==> config.mk <==
export PLATFORM = sky130hd
export DESIGN_NAME = lhps_ram
export DESIGN_NICKNAME = d
export VERILOG_FILES = /design/src/sv/lhps_ram.sv
export SDC_FILE = /design/constraint.sdc
export NUM_CORES = 1
export LEC_CHECK = 0
export CORE_UTILIZATION = 40
export DETAILED_ROUTE_END_ITERATION = 8
export DONT_BUFFER_PORTS = 1
export HOLD_SLACK_MARGIN = 0.08
export SLEW_MARGIN = 20
export SYNTH_ARGS = -nofsm -noshare
export SYNTH_HDL_FRONTEND = slang
export SYNTH_SLANG_ARGS = --single-unit
export TNS_END_PERCENT = 5
==> constraint.sdc <==
create_clock -name clock -period 2.33 [get_ports clock]
set_input_delay 0.466 -clock clock [delete_from_list [all_inputs] [get_ports clock]]
set_output_delay 0.466 -clock clock [all_outputs]
set_load 0.1 [all_outputs]
==> src/sv/lhps_ram.sv <==
module lhps_ram #(
   parameter int WIDTH = 8,
   parameter int DEPTH = 16
) (
   input  logic                     clock,
   input  logic                     we,
   input  logic [$clog2(DEPTH)-1:0] waddr,
   input  logic [WIDTH-1:0]         wdata,
   input  logic [$clog2(DEPTH)-1:0] raddr,
   output logic [WIDTH-1:0]         rdata
);

   logic [WIDTH-1:0] mem [DEPTH];
   logic [WIDTH-1:0] rdata_ff;

   always_ff @(posedge clock) begin
      if (we) begin
         mem[waddr] <= wdata;
      end
      rdata_ff <= mem[raddr];
   end

   assign rdata = rdata_ff;

endmodule

; ---- Yosys cells after proc, flatten, opt, wreduce, memory -nomap -nowiden
; Memories as Yosys holds them, arrays and structs flattened. A register that Yosys moved wholly into a read port is not among the register bits.
; Index checks and enable logic that the tools add are counted.
[totals]
regBits = 0
n_memories = 1
mem_bits_rw = 128
out_inout_bits = 8
in_bits = 18
word_cells = 3
[memory_table]
columns = name, words, width, rd, rd_clocked_by_memory_dff, wr, line
row1 = mem, 16, 8, 1, 1, 1, 13  ; logic [WIDTH-1:0] mem [DEPTH];
[classes]
mux = 2
[op_table]
columns = op, n
row1 = $mux 1, 2

; ---- Depth between registers and ports, before layout
[depth]
depth_word = 2
depth_mapped = 5
depth_no_buf = 3

; ---- Worst setup path after synthesis
; OpenSTA, ideal clock, no wires.
[synth_timing]
kind = input to register
from = in waddr[2]
to = mem mem[0][0], enable pin
required_ps = 1947
setup_time_ps = 383
path_buffers = 0
path_stages = 2
slack_ps = 371
arrival_ps = 1576
path_cell_list = or3b_2 > nor3_1
[synth_rtl]
columns = element, line
row1 = start: declaration, 7  ; input logic [$clog2(DEPTH)-1:0] waddr,
row2 = end: declaration, 13
; No word-level cell before the write port.

; ---- Worst setup path in the final report
[layout_timing]
from = reg rdata_ff[5], in the netlist rdata[5], read port of mem
to = out rdata[5]
[layout_rtl]
columns = element, line
row1 = start: declaration, 14  ; logic [WIDTH-1:0] rdata_ff;
row2 = end: declaration, 10  ; output logic [WIDTH-1:0] rdata
; No word-level cell between the ends.

==> results.py <==
metrics = {
    "worst_setup_path": {
        "slowest_delay_ps": 320,
        "endpoint_kind": "primary output",
        "path_buf_inv": 1,
        "cp_top_family": "flip-flops",
        "worstSetupPathType": "flip-flop to primary output",
        "cp-start-kind": "flip-flop",
        "cp_max_fo": 1,
        "cpMaxStageDelayCell": "dfxtp_1",
        "worst-endpoint-required_ps": 1860,
        "critPathArrivalTime_ps": 1010,
        "crit_chain": "buf_4",
    },
    "clocking": {
        "clockBufferDepth": 2,
        "cts_htree_levels": 4,
        "cts_resized": 0,
        "cts.reportedPaths.clkPinSlew_ps": 60,
        "clock-sinks": 136,
        "clock-root-buffer": "clkbuf_16",
        "cts_inserted_buffers": 17,
        "cts_tree": "done",
        "insertion_delay_ps": 410,
        "post_cts_buffers": 0,
        "postCtsHoldBufs": 0,
    },
    "finish": {
        "post_route_cells_drive_above_1_share_pct": 27.3,
        "fill_cells": 1049,
        "final_common_cell": "edfxtp_1",
        "fin_area_mm2": 0.00612,
        "final_util_pct": 48.7,
        "n_antenna_cell": 0,
        "final_nets": 280,
        "syn2layout_area_growth_pct": 18.9,
        "final_cell_mix": "edfxtp_1 (128), buf_4 (24), mux4_2 (18)",
    },
    "power_and_ir_drop": {
        "power.total_mw": 6.00,
        "p_leak_nw": 2.04,
        "max-vdd-ir-drop_uv": 559,
        "powerDensity_mw_per_mm2": 980,
    },
    "grt": {
        "grt_overflow_total": 0,
        "antenna_found_initial": 0,
        "first_global_vias": 2435,
        "grt_max_degree": 33,
        "grt_first_pass_wirelength_mm": 14.4,
        "grt_util_all_layers_pct": 15.6,
    },
    "run_status": {
        "status": "finished, final reports clean",
    },
    "timing": {
        "rsz0062_at_grt": "false",
        "drv_slew": 0,
        "max_slew.worst_pin.slew_ps": 674,
        "fin_tns_setup_ps": 0,
        "clock_skew_ps": 5.99,
        "worst_slack_ps": 857,
        "setup_violations": 0,
        "clock.fmax_mhz": 679,
        "period_needed_ps": 1470,
        "final.period_utilization_pct": 63.2,
        "slew_headroom_pct": 55.0,
        "finalHoldViolCount": 0,
    },
    "synthesis": {
        "synth_top_cell_by_area": "edfxtp_1",
        "yosysUniqueCellTypes": 19,
        "synth.area.top_cells": "edfxtp_1 (75%), mux4_2 (7.9%), mux4_1 (7.1%), dfxtp_1 (3.1%), a22oi_1 (2.3%)",
        "syn_inst": 229,
        "avgSynthCellArea_um2": 22.5,
        "yosys_warnings": 0,
        "synth.top_cell.area_share_pct": 74.7,
        "synth_nets": 247,
        "ys_seq_elements": 136,
        "syn_area_mm2": 0.00515,
        "synth.yosys.seq_area_share_pct": 77.8,
    },
    "drt": {
        "wl_per_cell_um": 20.7,
        "ant_nets": 0,
        "first_pass_iters": 4,
        "vias_per_cell": 5.18,
        "vias": 2315,
        "routed_wl_mm": 9.26,
        "drt_iter0_drc": 242,
        "drc": 0,
    },
    "placement": {
        "dpl.hpwl_mm": 5.83,
        "portBuffers": 0,
        "dp_slack_ps": 708,
        "place_area_mm2": 0.00546,
        "place_congestion": 0.708,
    },
    "floorplan": {
        "die_area_mm2": 0.0133,
        "ios": 26,
        "fp.dieW_um": 115,
        "dieHeight_um": 115,
        "rows": 41,
        "core_area_mm2": 0.0126,
        "start_util_pct": 41.0,
    },
    "flow_run": {
        "cap_violations": 0,
    },
    "min_path": {
        "hold_path_class": "input pin to flip-flop",
    },
}
[final timing paths]
| check | cells past startpoint | endpoint | slack [ps] | start |
|---|---|---|---|---|
| setup / recovery | 1 | rdata[5] | 860 | rdata[5]$_DFF_P_ |
| hold reg to reg | 3 | rdata[3]$_DFF_P_ | 670 | mem[14][3]$_DFFE_PP_ |
| hold / removal | 0 | mem[4][5]$_DFFE_PP_ | 150 | wdata[5] |
| setup reg to reg | 3 | rdata[3]$_DFF_P_ | 960 | mem[1][3]$_DFFE_PP_ |
[final cells by class]
type	count	area (µm²)	share of cell area, %
timing repair buffer	24	180	2.94
tap	172	215	3.52
multi-input combinational	83	1060	17.3
sequential	136	4000	65.4
clock buffer	17	425	6.95
clock inverter	15	239	3.90
[flip-flops by register name, summed over array words and instances, names as in the netlist]
register / flops
mem: 128
rdata: 8
[metal layers]
layer	part of all wire (%)	vias to the layer above	track usage, %
met4	1.7	0	6.23
met2	48	65	23.9
met1	45	1199	20.9
li1	-	1040	-
met3	5.5	11	5.07
met5	0	-	0
[cells in the mapped netlist (all sizes together)]
library cell and number:
edfxtp 128, mux4 32, a22oi 16, nor2 13, nand2 9, dfxtp 8, buf 7, nor3 4
clkdlybuf4s25 3, nand2b 2, nand3b 2, and2 1, and2b 1, nand3 1, nor2b 1, or3b 1
[per-stage QoR]
step,instances,hold WS (ps)
floorplan,229,565
global placement,415,566
detailed placement,415,566
CTS,447,131
global route,447,122
finish,447,147
[logic make-up after synthesis]
kind of cell | share of synthesized area, %
buffers and inverters | 1.68
flip-flops | 77.8
AND/OR/NAND/NOR | 3.18
AO/OA/AOI/OAI | 2.33
multiplexers | 15.0
[where the power goes]
group          internal [mW]  switching, mW
registers               2.74         0.0129
clock network           1.93           1.04
logic                  0.103          0.187
Power figures use the tool's default switching activity.
