$ cat src/sv/lhps_pkg.sv
package lhps_pkg;

   localparam int ENTRIES = 65536;
   localparam int IDX_W   = $clog2(ENTRIES);

   // input queue between front and back, power of two
   localparam int QDEPTH  = 2;
   localparam int QPTR_W  = $clog2(QDEPTH);
   localparam int QCNT_W  = QPTR_W + 1;

   localparam logic ACT_PROBE = 1'b0;
   localparam logic ACT_STORE = 1'b1;

   localparam logic [1:0] BOUND_EMPTY = 2'd0;

   typedef struct packed {
      logic              is_store;
      logic [IDX_W-1:0]  index;
      logic [63:0]       key;
      logic signed [15:0] score;
      logic signed [15:0] depth;
      logic signed [15:0] static_eval;
      logic [15:0]       move;
      logic [1:0]        bound;
   } item_type;

   typedef struct packed {
      logic [63:0]        check;
      logic [15:0]        move;
      logic [7:0]         age;
      logic [1:0]         bound;
      logic signed [15:0] static_eval;
      logic signed [15:0] depth;
      logic signed [15:0] score;
   } entry_type;

   localparam int ENTRY_W = $bits(entry_type);

   typedef struct packed {
      logic               hit;
      logic               written;
      logic signed [15:0] score;
      logic signed [15:0] depth;
      logic signed [15:0] static_eval;
      logic [15:0]        move;
      logic [1:0]         bound;
      logic [7:0]         age;
   } rsp_type;

   // data word: score 0..15, depth 16..31, eval 32..47, bound 48..49, age 56..63
   function automatic logic [63:0] data_word(logic [15:0] score, logic [15:0] depth,
                                             logic [15:0] static_eval, logic [1:0] bound,
                                             logic [7:0] age);
      data_word = {age, 6'b000000, bound, static_eval, depth, score};
   endfunction

endpackage

$ cat src/sv/lhps_front.sv
module lhps_front (
   input  logic                clock,
   input  logic                reset,
   input  logic                start,
   input  logic                req_action,
   input  logic [63:0]         req_key,
   input  logic signed [15:0]  req_new_score,
   input  logic signed [15:0]  req_new_depth,
   input  logic signed [15:0]  req_new_static_eval,
   input  logic [15:0]         req_new_move,
   input  logic [1:0]          req_new_bound,
   input  logic                clearing,
   input  logic                pop,
   output logic                busy,
   output logic                head_valid,
   output lhps_pkg::item_type  head
);

   lhps_pkg::item_type                 q_ff [lhps_pkg::QDEPTH];
   logic [lhps_pkg::QPTR_W-1:0]        wr_ptr_ff, wr_ptr_in;
   logic [lhps_pkg::QPTR_W-1:0]        rd_ptr_ff, rd_ptr_in;
   logic [lhps_pkg::QCNT_W-1:0]        cnt_ff, cnt_in;
   lhps_pkg::item_type                 item;
   logic                               push;
   logic                               full;

   always_comb begin
      item.is_store    = (req_action == lhps_pkg::ACT_STORE);
      item.index       = req_key[lhps_pkg::IDX_W-1:0];
      item.key         = req_key;
      item.score       = req_new_score;
      item.depth       = req_new_depth;
      item.static_eval = req_new_static_eval;
      item.move        = req_new_move;
      item.bound       = req_new_bound;
   end

   assign full       = (cnt_ff == lhps_pkg::QCNT_W'(lhps_pkg::QDEPTH));
   assign busy       = clearing || full;
   assign push       = start && !busy;
   assign head_valid = (cnt_ff != '0);
   assign head       = q_ff[rd_ptr_ff];

   always_comb begin
      wr_ptr_in = push ? wr_ptr_ff + 1'b1 : wr_ptr_ff;
      rd_ptr_in = pop ? rd_ptr_ff + 1'b1 : rd_ptr_ff;
      cnt_in    = cnt_ff;
      if (push && !pop) begin
         cnt_in = cnt_ff + 1'b1;
      end else if (pop && !push) begin
         cnt_in = cnt_ff - 1'b1;
      end
   end

   always_ff @(posedge clock) begin
      if (reset) begin
         wr_ptr_ff <= '0;
         rd_ptr_ff <= '0;
         cnt_ff    <= '0;
      end else begin
         wr_ptr_ff <= wr_ptr_in;
         rd_ptr_ff <= rd_ptr_in;
         cnt_ff    <= cnt_in;
      end
   end

   always_ff @(posedge clock) begin
      if (push) begin
         q_ff[wr_ptr_ff] <= item;
      end
   end

endmodule

$ cat config.mk
export PLATFORM = sky130hd
export DESIGN_NAME = lhps_front
export DESIGN_NICKNAME = d
export VERILOG_FILES = /design/src/sv/lhps_pkg.sv /design/src/sv/lhps_front.sv
export SDC_FILE = /design/constraint.sdc
export NUM_CORES = 1
export LEC_CHECK = 0
export ABC_AREA = 1
export BUFFER_PORTS_ARGS = -buffer_cell sky130_fd_sc_hd__buf_4
export CAP_MARGIN = 40
export CELL_PAD_IN_SITES_DETAIL_PLACEMENT = 1
export CELL_PAD_IN_SITES_GLOBAL_PLACEMENT = 2
export CORE_ASPECT_RATIO = 2
export CORE_UTILIZATION = 38
export DETAILED_ROUTE_END_ITERATION = 12
export GPL_TIMING_DRIVEN = 1
export HOLD_SLACK_MARGIN = 0.08
export PLACE_DENSITY_LB_ADDON = 0.3
export SYNTH_ARGS = -nofsm -noshare
export SYNTH_HDL_FRONTEND = slang
export SYNTH_SLANG_ARGS = --single-unit
$ cat constraint.sdc
create_clock -name clock -period 8.85 [get_ports clock]
set_clock_uncertainty 0.15 [all_clocks]
set_input_delay 1.77 -clock clock [delete_from_list [all_inputs] [get_ports clock]]
set_output_delay 1.77 -clock clock [all_outputs]
set_load 0.02 [all_outputs]
# ---- Word level (Yosys, flattened, before mapping)
# Memory sizes are Yosys's and may differ from the RTL's. A register that Yosys moved wholly into a read port is not among the register bits.
# Index checks and enable logic that the tools add are counted.
dict set report op_classes {
  bitwise 0
  n_mul 0
  muxes 6
  n_shift 0
  add_sub_neg 4
  eq_ne 1
  div_mod_pow 0
  n_reduce_logical 9
  magnitude_cmp 0
}
# operator n
set ops {}
lappend ops {{$mux 1} 4}
lappend ops {{$mux 2} 2}
lappend ops {{$reduce_bool 2->1} 2}
lappend ops {{$logic_and 1x1->1} 3}
lappend ops {{$logic_not 1->1} 3}
lappend ops {{$add 1x1->1 const B} 2}
lappend ops {{$add 2x1->2 const B} 1}
lappend ops {{$eq 2x2->1 const B} 1}
lappend ops {{$sub 2x1->2 const B} 1}
lappend ops {{$logic_or 1x1->1} 1}
dict set report totals {
  output_inout_bits 149
  memories 1
  in_bits 136
  latch_bits 0
  elab_cells 24
  rom_bits 0
  register_bits 4
  ram_bits 294
}
# memory words width rd rd_ports_with_merged_regs wr line
set memory_table {}
lappend memory_table {q_ff 2 147 1 1 1 lhps_front.sv:19} ;# lhps_pkg::item_type q_ff [lhps_pkg::QDEPTH];

# ---- Longest topological paths before layout
dict set report logic_depth {
  word_depth 8
  mapped_depth 11
  ltp_nobuf 11
}

# ---- Worst setup path before layout
# No wires, ideal clock.
dict set report synth_timing {
  path_type {input to register}
  start {in clearing}
  end {mem q_ff[0][0] (netlist name) (enable)}
  n_path_buf 0
  cell_stages 3
  required_ns 8.077
  path_slack_ns 0.673
  t_arrival_ns 7.404
  cell_sequence {inv_1 -> nand3_1 -> nor2_1}
}
dict set report synth_between {
  elab_chain_cells 5
}
# element line
set synth_rtl {}
lappend synth_rtl {{start, declared} lhps_front.sv:12} ;# input logic clearing,
lappend synth_rtl {{$logic_or 1x1->1} lhps_front.sv:39} ;# assign busy = clearing || full;
lappend synth_rtl {{$logic_not 1->1} lhps_front.sv:40} ;# assign push = start && !busy;
lappend synth_rtl {{$logic_and 1x1->1} lhps_front.sv:40}
lappend synth_rtl {{$mux 1} lhps_front.sv:68} ;# if (push) begin
lappend synth_rtl {{$mux 1 (not written as such)} lhps_front.sv:69} ;# q_ff[wr_ptr_ff] <= item;
lappend synth_rtl {{end, declared} lhps_front.sv:19}
# Every way passes these cells.

==> metrics.txt <==
Port Buffer Count 284; actual slew at the worst max-slew pin 0.7694 ns; final design area excluding fillers 13,380 um2; Placed Area 12,600 um2; core box area 26,280 um2; Rows between 80 and 90; internal cell power 2253 uW; Post-CTS Setup Inserts 0; max_cap viols 0; Yosys reg bits 267; CTS tree built; Die Width 117.8 um; EDFF count, synth 262; final setup margin 4.271 ns; Hold Violations, Final 0; Synth Area per Inst 22.07 um2; initial antenna violation count 6; leakage 0.005165 uW; final non-filler cell total 1,112; critical path's slowest cell dfxtp_4; root buf cell clkbuf_16; Post-DP HPWL 16,080 um; critical path fanouts, max 38; cell taking the most area after synthesis edfxtp_1; switching power total 659.0 uW; startpoint types flip-flop; CTS Buffer Depth 3; Post-Syn Nets 599; Final #Nets 885; vias per inst 4.620; top cell type's share of synthesized area between 70% and 80%; routability cong. 0.7196; Max Slew Vio Count 0; synth top area cells edfxtp_1 77%, mux2_4 13%, mux2_2 4.5%; clock latency at the later pin of the worst-skew pair approximately 0.52 ns; Max IR drop VDD 176.7 uV; share of layout cells above drive strength 1 between 50% and 60%; Area Overhead vs Synth 31.23%; status complete, no violations; final wirelength 22,780 um; CP cell instances buf_4 > buf_16 > mux2_2 > buf_4; Highest Clock Rate 0.2184 GHz; Final Setup Violations 0; CTS Buf Count 24; post-synth cell types 17; Combinational Power Share 14.2%; top_reg_cell synth edfxtp_1; starting density of the core 38.80%; top cells by count, synth 262 x edfxtp_1, 90 x mux2_4, 41 x mux2_2, 16 x buf_4, 11 x inv_1; dpl ws between 4 and 5 ns; cells after synthesis 462; register area share after synthesis slightly below 80%; residual DRC count 0; largest net degree at the start of global routing 78; clock share of power a little over a third; crit path time final 4.579 ns; worst path required time 6.93 ns; Syn. warnings 0; Hold Buf Count CTS 0; first-pass GRT wire length 32,980 um; Async S/R FF share, synth 0%; via count 5,137; Sw Ratio between 20% and 30%; placed cells 1,066; CTS-repair resized insts 0; data arrival time of the critical path roughly 2.7 ns; Slew HR 48.71%; Antenna Nets Post-Route 0; crit share post-route 51.74%; drt pass-1 iters 4; Flop pwr share between 50% and 60%; Power Density 217.7 nW/um2; Crit Path Category flip-flop to output pin; clk sinks 267; Critical Path Sink Type output pin; hold crit path type flip-flop to flip-flop; gr usage total 16.13%; RSZ-0062 raised after global routing no; Syn Std Cell Area 10,200 um2; most common cell in the netlist edfxtp_1; Most Frequent Cell on Critical Path buf_4; Fin Setup TNS 0 ns; max incr delay on CP about 0.76 ns; GR Overflow Total 0; number of global-route vias before repair a little under 6,000; I/O pin total about 290; 1st-iter DRT viols 234; CTS H-tree lvls 1; Clk pin slew, worst setup/hold paths 0.07 ns; die area 27,530 um2; WL/cell ~20 um; DIE HEIGHT approximately 230 um
==> power by group through the flow <==
| stage | sequential [uW] | clock [uW] | combinational, uW |
|---|---|---|---|
| finish | 1470 | 1030 | 413 |
| global route | 1470 | 1110 | 436 |
| CTS | 1470 | 1070 | 422 |
| detailed placement | 1500 | 0 | 421 |
| global placement | 1490 | 0 | 406 |
| floorplan | 1490 | 0 | 254 |
==> state kept, by name (all words and copies together) (netlist names), named ones only <==
register and count:
q_ff 262, rd_ptr_ff 1, cnt_ff 2, wr_ptr_ff 1
==> worst max-delay path, delay by kind of cell, from the launching register on <==
kind / cells / cell delay [ns]
buffers and inverters: 3 / 0.94
flip-flops: 1 / 0.76
multiplexers: 1 / 0.38
==> cell usage in the layout (no fill, tap or decap), types with 2 or more instances in the layout <==
cell type	count
buf_4	289
edfxtp_1	262
mux2_4	90
mux2_2	41
clkbuf_16	25
inv_1	10
nand2_1	9
diode_2	5
clkinv_1	5
clkbuf_1	5
nor2_1	4
dfxtp_1	4
clkinv_2	3
bufinv_16	3
nand3_1	2
nand4_1	2
buf_16	2
==> stage by stage <==
step	power, uW	hold slack [ns]	utilization (%)
finish	2912	0.3932	50.92
global route	3017	0.4392	50.91
CTS	2962	0.3914	50.88
detailed placement	1918	0.3720	47.95
global placement	1900	0.3521	47.74
floorplan	1747	0.3299	-
==> per-layer routing <==
metal	track usage (%)	part of all wire, %	wire length [um]	vias to the layer above
met3	3.809	6.0	1357	49
met1	14.25	31	7067	2543
met4	8.774	4.1	926	2
met2	32.52	59	13420	194
li1	-	-	-	2349
met5	0	0.048	11	-
==> logic make-up after synthesis <==
family / count (synthesis) / synth area share (%)
and+or+nand+nor: 18 / 0.7363
muxes: 131 / 17.78
adders and majority gates: 1 / 0.1227
AOI/OAI and AO/OA: 2 / 0.09808
xor gates and xnor gates: 1 / 0.08592
DFF: 267 / 78.14
buffers and inverters: 42 / 3.031
==> final cells by class <==
cell class	instances	area (um2)
Fill cell	2505	12890
Sequential cell	267	7971
Timing Repair Buffer	291	2225
Multi-Input combinational cell	153	1927
Clock buffer	30	644.4
Tap cell	344	430.4
Clock inverter	11	123.9
Inverter	11	46.29
Antenna cell	5	12.51
==> worst paths after layout <==
check,from,end,slack [ns],cells past startpoint
max reg2reg,cnt_ff[0]$_SDFFE_PP0P_,q_ff[1][87]$_DFFE_PP_,6.15,5
max,flip-flop,head[103],4.27,4
min reg2reg,rd_ptr_ff$_SDFFE_PP0P_,rd_ptr_ff$_SDFFE_PP0P_,0.39,2
min,rd_ptr_ff$_SDFFE_PP0P_,rd_ptr_ff$_SDFFE_PP0P_,0.39,2
(Power assumes the default switching activity.)
