$ cat src/sv/lhps_pkg.sv
package lhps_pkg;

   localparam int ENTRIES = 65536;
   localparam int IDX_W   = $clog2(ENTRIES);

   // input queue between front and back, power of two
   localparam int QDEPTH  = 2;
   localparam int QPTR_W  = $clog2(QDEPTH);
   localparam int QCNT_W  = QPTR_W + 1;

   localparam logic ACT_PROBE = 1'b0;
   localparam logic ACT_STORE = 1'b1;

   localparam logic [1:0] BOUND_EMPTY = 2'd0;

   typedef struct packed {
      logic              is_store;
      logic [IDX_W-1:0]  index;
      logic [63:0]       key;
      logic signed [15:0] score;
      logic signed [15:0] depth;
      logic signed [15:0] static_eval;
      logic [15:0]       move;
      logic [1:0]        bound;
   } item_type;

   typedef struct packed {
      logic [63:0]        check;
      logic [15:0]        move;
      logic [7:0]         age;
      logic [1:0]         bound;
      logic signed [15:0] static_eval;
      logic signed [15:0] depth;
      logic signed [15:0] score;
   } entry_type;

   localparam int ENTRY_W = $bits(entry_type);

   typedef struct packed {
      logic               hit;
      logic               written;
      logic signed [15:0] score;
      logic signed [15:0] depth;
      logic signed [15:0] static_eval;
      logic [15:0]        move;
      logic [1:0]         bound;
      logic [7:0]         age;
   } rsp_type;

   // data word: score 0..15, depth 16..31, eval 32..47, bound 48..49, age 56..63
   function automatic logic [63:0] data_word(logic [15:0] score, logic [15:0] depth,
                                             logic [15:0] static_eval, logic [1:0] bound,
                                             logic [7:0] age);
      data_word = {age, 6'b000000, bound, static_eval, depth, score};
   endfunction

endpackage

$ cat src/sv/lhps_back.sv
module lhps_back (
   input  logic                           clock,
   input  logic                           reset,
   input  logic [7:0]                     generation,
   input  logic                           head_valid,
   input  lhps_pkg::item_type             head,
   output logic                           pop,
   output logic                           clearing,
   output logic                           ram_we,
   output logic [lhps_pkg::IDX_W-1:0]     ram_waddr,
   output logic [lhps_pkg::ENTRY_W-1:0]   ram_wdata,
   output logic [lhps_pkg::IDX_W-1:0]     ram_raddr,
   input  logic [lhps_pkg::ENTRY_W-1:0]   ram_rdata,
   output logic                           rsp_valid,
   output lhps_pkg::rsp_type              rsp
);

   localparam logic [1:0] ST_IDLE  = 2'd0;
   localparam logic [1:0] ST_EXEC  = 2'd1;
   localparam logic [1:0] ST_CLEAR = 2'd2;

   localparam logic [lhps_pkg::IDX_W-1:0] LAST_IDX = lhps_pkg::IDX_W'(lhps_pkg::ENTRIES - 1);

   logic [1:0]                 state_ff, state_in;
   logic [lhps_pkg::IDX_W-1:0] clr_cnt_ff, clr_cnt_in;
   lhps_pkg::item_type         cur_ff, cur_in;
   logic                       rsp_valid_ff, rsp_valid_in;
   lhps_pkg::rsp_type          rsp_ff, rsp_in;

   lhps_pkg::entry_type        old_entry;
   lhps_pkg::entry_type        new_entry;
   lhps_pkg::entry_type        after_entry;
   logic                       empty;
   logic                       stale;
   logic                       deeper;
   logic                       allow;
   logic                       hit;

   // classify the entry read for the current item
   always_comb begin
      old_entry = lhps_pkg::entry_type'(ram_rdata);
      empty     = (old_entry.bound == lhps_pkg::BOUND_EMPTY);
      stale     = (old_entry.age != generation);
      deeper    = (cur_ff.depth >= old_entry.depth);
      allow     = cur_ff.is_store && (empty || stale || deeper);
      hit       = !cur_ff.is_store && !empty
                  && ((old_entry.check ^ lhps_pkg::data_word(old_entry.score, old_entry.depth,
                       old_entry.static_eval, old_entry.bound, old_entry.age)) == cur_ff.key);

      new_entry.score       = cur_ff.score;
      new_entry.depth       = cur_ff.depth;
      new_entry.static_eval = cur_ff.static_eval;
      new_entry.bound       = cur_ff.bound;
      new_entry.age         = generation;
      new_entry.move        = cur_ff.move;
      new_entry.check       = cur_ff.key ^ lhps_pkg::data_word(cur_ff.score, cur_ff.depth,
                                 cur_ff.static_eval, cur_ff.bound, generation);

      after_entry = allow ? new_entry : old_entry;
   end

   always_comb begin
      state_in     = state_ff;
      clr_cnt_in   = clr_cnt_ff;
      cur_in       = cur_ff;
      rsp_valid_in = 1'b0;
      rsp_in       = rsp_ff;
      pop          = 1'b0;
      ram_we       = 1'b0;
      ram_waddr    = cur_ff.index;
      ram_wdata    = new_entry;
      ram_raddr    = head.index;
      unique case (state_ff)
         ST_CLEAR: begin
            ram_we     = 1'b1;
            ram_waddr  = clr_cnt_ff;
            ram_wdata  = '0;
            clr_cnt_in = clr_cnt_ff + 1'b1;
            if (clr_cnt_ff == LAST_IDX) begin
               state_in = ST_IDLE;
            end
         end
         ST_IDLE: begin
            if (head_valid) begin
               pop      = 1'b1;
               cur_in   = head;
               state_in = ST_EXEC;
            end
         end
         ST_EXEC: begin
            // write lands before the next item's read is issued
            ram_we             = allow;
            rsp_valid_in       = 1'b1;
            rsp_in.hit         = hit;
            rsp_in.written     = allow;
            rsp_in.score       = after_entry.score;
            rsp_in.depth       = after_entry.depth;
            rsp_in.static_eval = after_entry.static_eval;
            rsp_in.move        = after_entry.move;
            rsp_in.bound       = after_entry.bound;
            rsp_in.age         = after_entry.age;
            state_in           = ST_IDLE;
         end
         default: begin
            state_in = ST_CLEAR;
         end
      endcase
   end

   always_ff @(posedge clock) begin
      if (reset) begin
         state_ff     <= ST_CLEAR;
         clr_cnt_ff   <= '0;
         rsp_valid_ff <= 1'b0;
      end else begin
         state_ff     <= state_in;
         clr_cnt_ff   <= clr_cnt_in;
         rsp_valid_ff <= rsp_valid_in;
      end
   end

   always_ff @(posedge clock) begin
      cur_ff <= cur_in;
      rsp_ff <= rsp_in;
   end

   assign clearing  = (state_ff == ST_CLEAR);
   assign rsp_valid = rsp_valid_ff;
   assign rsp       = rsp_ff;

   a_rsp_single: assert property (@(posedge clock) disable iff (reset)
      rsp_valid_ff |=> !rsp_valid_ff)
      else $error("result strobe held longer than one cycle");

   a_rsp_after_exec: assert property (@(posedge clock) disable iff (reset)
      rsp_valid_ff |-> $past(state_ff) == ST_EXEC)
      else $error("result without an executed item");

   a_no_pop_in_clear: assert property (@(posedge clock) disable iff (reset)
      clearing |-> !pop)
      else $error("item taken while table clears");

   a_probe_no_write: assert property (@(posedge clock) disable iff (reset)
      (state_ff == ST_EXEC && !cur_ff.is_store) |-> !ram_we && !rsp_in.written)
      else $error("probe wrote the table");

endmodule
$ cat config.mk
export PLATFORM = sky130hd
export DESIGN_NAME = lhps_back
export DESIGN_NICKNAME = d
export VERILOG_FILES = /design/src/sv/lhps_pkg.sv /design/src/sv/lhps_back.sv
export SDC_FILE = /design/constraint.sdc
export NUM_CORES = 1
export LEC_CHECK = 0
export ABC_AREA = 1
export BUFFER_PORTS_ARGS = -buffer_cell sky130_fd_sc_hd__buf_2
export CAP_MARGIN = 20
export CELL_PAD_IN_SITES_DETAIL_PLACEMENT = 1
export CELL_PAD_IN_SITES_GLOBAL_PLACEMENT = 2
export CORE_ASPECT_RATIO = 0.7
export CORE_MARGIN = 2
export CORE_UTILIZATION = 30
export CTS_BUF_LIST = sky130_fd_sc_hd__clkbuf_8 sky130_fd_sc_hd__clkbuf_16
export DETAILED_ROUTE_END_ITERATION = 8
export GPL_ROUTABILITY_DRIVEN = 1
export PLACE_DENSITY_LB_ADDON = 0.1
export SETUP_SLACK_MARGIN = 0.05
export SYNTH_ARGS = -nofsm -noshare
export SYNTH_HDL_FRONTEND = slang
export SYNTH_SLANG_ARGS = --single-unit
$ cat constraint.sdc
create_clock -name clock -period 6.6 [get_ports clock]
set_input_delay 0.66 -clock clock [delete_from_list [all_inputs] [get_ports clock]]
set_output_delay 0.66 -clock clock [all_outputs]
set_load 0.02 [all_outputs]
## After elaboration in Yosys (flattened, before gate mapping)

Cells that the tools add are included.

| operators by class | value |
|---|---|
| add/sub/neg operators | 1 |
| $lt $le $gt $ge | 1 |
| equality and inequality tests | 7 |
| multiplexer cells | 10 |
| bitwise gates (word level) | 2 |
| reduce and logical (&&, ||, !) cells | 11 |

Operators with widths:

| kind | count |
|---|---|
| $mux W138 | 1 |
| $xor A64 B64 Y64 | 2 |
| $mux W74 | 1 |
| $eq A64 B64 Y1 | 1 |
| $add A16 B1 Y16 const B | 1 |
| $eq A16 B16 Y1 const B | 1 |
| $ge A16 B16 Y1 | 1 |
| $mux W16 | 1 |
| $ne A8 B8 Y1 | 1 |
| $pmux W2 S3 | 1 |
| $logic_not A2 Y1 | 2 |
| $mux W2 | 2 |
| $reduce_and A2 Y1 | 2 |
| $logic_and A1 B1 Y1 | 3 |
| $mux W1 | 3 |
| $eq A2 B1 Y1 const B | 1 |
| $eq A2 B2 Y1 const B | 1 |
| $logic_not A1 Y1 | 2 |
| $logic_or A1 B1 Y1 | 2 |
| $ne A2 B1 Y1 const B | 1 |
| $ne A2 B2 Y1 const B | 1 |
| $pmux W1 S2 | 1 |

| storage, ports and cells | value |
|---|---|
| flip-flop bits (word level) | 242 |
| input port bits | 296 |
| output and inout bits | 250 |
| logic and storage cells | 51 |

## Longest topological paths before layout

| logic depth | value |
|---|---|
| depth after elaboration | 5 |
| gate-level depth with buffers | 18 |

## Worst setup path before layout

No wires, ideal clock.

| timing path | value |
|---|---|
| kind | input-to-output |
| start | in head_valid |
| end | out pop |
| arrival time | 3.645 ns |
| required time | 5.940 ns |
| slack | 2.295 ns |
| stages on the path | 2 |
| path through | nand2_1 > inv_1 |

| on the way | value |
|---|---|
| longest elaborated chain between the ends | 2 |

RTL lines:

| what | line | text |
|---|---|---|
| start: declaration | lhps_back.sv:5 | `input logic head_valid,` |
| $mux W1 | lhps_back.sv:84 | `if (head_valid) begin` |
| $mux W1 | lhps_back.sv:73 | `unique case (state_ff)` |
| end: declaration | lhps_back.sv:7 | `output logic pop,` |

No other way between the ends.

## Worst setup path after layout

| timing path | value |
|---|---|
| start | reg state_ff[0] |
| end | out ram_wdata[61] (netlist name) |

| on the way | value |
|---|---|
| longest elaborated chain between the ends | 2 |

RTL lines:

| what | line | text |
|---|---|---|
| start: declaration | lhps_back.sv:24 | `logic [1:0] state_ff, state_in;` |
| start signal: assignment | lhps_back.sv:116 | `state_ff <= state_in;` |
| $eq A2 B2 Y1 | lhps_back.sv:73 |  |
| $mux W138 | lhps_back.sv:73 |  |
| end: declaration | lhps_back.sv:11 | `output logic [lhps_pkg::ENTRY_W-1:0] ram_wdata,` |

No other way between the ends.

==> reports/results.tsv <==
stage	metric	value	unit
place	placed_cells	2186	
place	port-buffer-count	545	
global_routing	grt_max_degree	86	
logic_synthesis	synthesis.nets	1470	
setup_path	path_class	register to primary output	
setup_path	slowest_delay	0.63	ns
layout	multi_input_area	4040	um^2
setup_path	timing.rr.start	state_ff[0]	
sta	fin_crit	3.99	ns
pwr	power_leakage	0.00717	uW
route	wl_per_cell	20.5	um
sta	period_share	60.5	%
route	dr.first_iter.drc_count	433	
setup_path	ff2ff_path_depth	14	
clock_tree	clk_pin_slew	0.06	ns
floorplan	core	39500	um^2
sta	tightest_slew	0.966	ns
route	drtAntennaViolNets	0	
place	dp_hpwl	36200	um
global_routing	grt_pass1_wl	66200	um
sta	hold_violations	0	
clock_tree	cts_tree	built	
sta	relSlewSlack	35.6	%
floorplan	dieHeight	171	um
setup_path	worstPathCellList	inv_1 -> ha_4 -> buf_4 -> buf_4 -> nor2_1 -> buf_2	
setup_path	r2r_slack	3.32	ns
setup_path	cpMostUsedCell	buf_4	
setup_path	cp_max_fo	54	
layout	fillers	4683	
run	drv_cap	0	
global_routing	first_global_vias	10200	
sta	finClkSkew	0.00822	ns
logic_synthesis	netlist_area	12000	um^2
clock_tree	clock-sinks	242	
logic_synthesis	ys_ff_latch	242	
setup_path	slowest_stage	buf_4	
sta	finalWorstSetupSlack	2.61	ns
clock_tree	clockBufferDepth	3	
clock_tree	cts-resized-gates	0	
layout	regArea	7080	um^2
clock_tree	cts_setup_buffers	0	
floorplan	pin_count	546	
route	via_count	9966	
setup_path	cp-end-kind	primary output	
logic_synthesis	synth.distinct_cells	31	
place	routabilityCongestion	0.878	
sta	rsz0062_at_grt	false	
floorplan	start_util	30.3	%
setup_path	crit_arrival	3.33	ns
route	drc_errors	0	
layout	fin_nets	1999	
clock_tree	htreeDepth	1	
clock_tree	clock_latency	0.56	ns
route	drt-total-wl	46000	um
global_routing	antenna_found_initial	18	
hold_path	hold_start	head[55]	
global_routing	grt_overflow	0	
status	status	completed	
pwr	p_per_area	347	nW/um^2
setup_path	cp-startpoint	state_ff[0]	
layout	final_cell_count_no_fill	2246	
clock_tree	root_buffer	clkbuf_16	
logic_synthesis	avgSynthCellArea	10.4	um^2
clock_tree	cts_buffers	28	
route	dr.pass1.iters	5	
floorplan	die-area	41500	um^2
logic_synthesis	synth-seq-area-share	59.2	%
layout	drive_gt1_share	35.4	%
global_routing	track_usage	21.5	%
layout	area_growth	34.0	%
clock_tree	cts_hold_buffers	0	
logic_synthesis	synthCells	1152	
route	viasPerCell	4.44	
place	place_ws	3.13	ns
setup_path	required	5.94	ns
hold_path	min_path_type	input pin to register	
hold_path	holdPathStages	1	
sta	finalSetupTns	0	ns
setup_path	crit_path_start_kind	register	
pwr	ir_drop	203	uV
sta	drv_slew	0	
logic_synthesis	synth_warnings	0	
sta	setup_violations	0	
floorplan	num_rows	61	
floorplan	die_x	243	um
sta	max_freq	250	MHz
[flip-flops by register name, indices dropped and copies added (netlist names)]
signal      flops
cur_ff        147
rsp            76
clr_cnt_ff     16
state_ff        2
rsp_valid       1
[cell usage after synthesis]
library cell  number  share of area [%]
nor3_1            16               0.67
nand4_1            3               0.16
inv_1            137                4.3
nand3_1           11               0.46
edfxtp_1         223                 56
nor2_1           171                5.4
nor2_2             2               0.10
or2_2              1              0.052
buf_6             10               0.94
buf_4             19                1.2
o21ai_0           68                2.8
nor3b_1            3               0.19
o21ai_1           38                1.6
dfxtp_1           19                3.2
o2111ai_1          1              0.073
inv_2              2              0.063
nand2_2            1              0.052
o211ai_1           1              0.063
nand3_2            2               0.17
clkbuf_1          22               0.69
xor2_1            40                2.9
nand2_1          182                5.7
a21o_1             1              0.063
xnor2_1          128                9.4
o22ai_1            3               0.16
a31oi_1            1              0.052
ha_1              22                2.3
a21oi_1           20               0.84
a22o_1             2               0.15
clkbuf_2           1              0.042
nor3_2             2               0.17
[path summary, 6_finish.rpt]
path,to
worst max-delay path,ram_wdata[61]
worst min register to register,clr_cnt_ff[0]
worst max register to register,clr_cnt_ff[15]
worst min-delay path,cur_ff[55]
[power by group]
part | switching [uW] | total [uW] | internal [uW]
sequential | 89.6 | 1990 | 1900
combinational | 1430 | 2030 | 605
clock | 646 | 1530 | 886
total | 2170 | 5550 | 3390
[through the flow]
step	hold slack (ns)	util, %	instance area, um^2	total power, uW
3_5_place_dp	0.505	38.3	15100	4100
4_1_cts	0.234	40.5	16000	5660
3_3_place_gp	0.482	38.2	15100	4080
5_1_grt	0.249	40.5	16000	5850
2_1_floorplan	0.459	-	12000	3270
6_report	0.273	40.6	16000	5550
[worst max-delay path: cells and delay by family (launching register included)]
family / cells / cell delay, ns
buffers and inverters: 4 / 1.59
adder cells (fa/ha/maj): 1 / 0.58
flip-flops: 1 / 0.35
AND/OR/NAND/NOR: 1 / 0.15
[logic make-up (layout without fill, tap and decap cells)]
| family | after synthesis | count (layout) | synth area share [%] |
|---|---|---|---|
| compound gates | 135 | 135 | 5.83 |
| fa+ha+maj | 22 | 22 | 2.30 |
| buf+inv | 191 | 740 | 7.23 |
| simple gates | 394 | 394 | 13.1 |
| flops | 242 | 242 | 59.2 |
| xor+xnor | 168 | 168 | 12.3 |
| other cells | 0 | 10 | 0 |
[cell usage in the layout (no fill, tap or decap), types with 2 or more instances in the layout]
cell type / synthesis / layout
inv_1: 137 / 141
o22ai_1: 3 / 3
nand3_2: 2 / 2
ha_4: 0 / 2
xnor2_1: 128 / 128
buf_4: 19 / 5
o21ai_0: 68 / 68
nor3_2: 2 / 2
nand2_1: 182 / 182
inv_2: 2 / 2
nor3b_1: 3 / 3
clkbuf_8: 0 / 2
a21oi_1: 20 / 20
ha_1: 22 / 20
clkinv_1: 0 / 6
nand3_1: 11 / 11
edfxtp_1: 223 / 223
clkinv_2: 0 / 6
buf_2: 0 / 545
diode_2: 0 / 10
o21ai_1: 38 / 38
nor2_1: 171 / 171
nor2_2: 2 / 2
dfxtp_1: 19 / 19
xor2_1: 40 / 40
bufinv_16: 0 / 2
nor3_1: 16 / 16
clkbuf_16: 0 / 29
nand4_1: 3 / 3
a22o_1: 2 / 2
[layout make-up]
| cell class | count | share of cell area [%] |
|---|---|---|
| inverter | 139 | 3.29 |
| multi-input combinational | 719 | 25.2 |
| clock buffer | 31 | 4.70 |
| timing repair buffer | 551 | 17.4 |
| tap | 535 | 4.18 |
| clock inverter | 19 | 0.820 |
| antenna | 10 | 0.156 |
| sequential | 242 | 44.2 |
[metal layers]
layer	GRT usage [%]	share of wire, %
met5	0	0.22
met4	4.64	1.6
met3	6.23	6.8
met2	37.6	49
met1	26.6	42
Power figures use the tool's default switching activity.
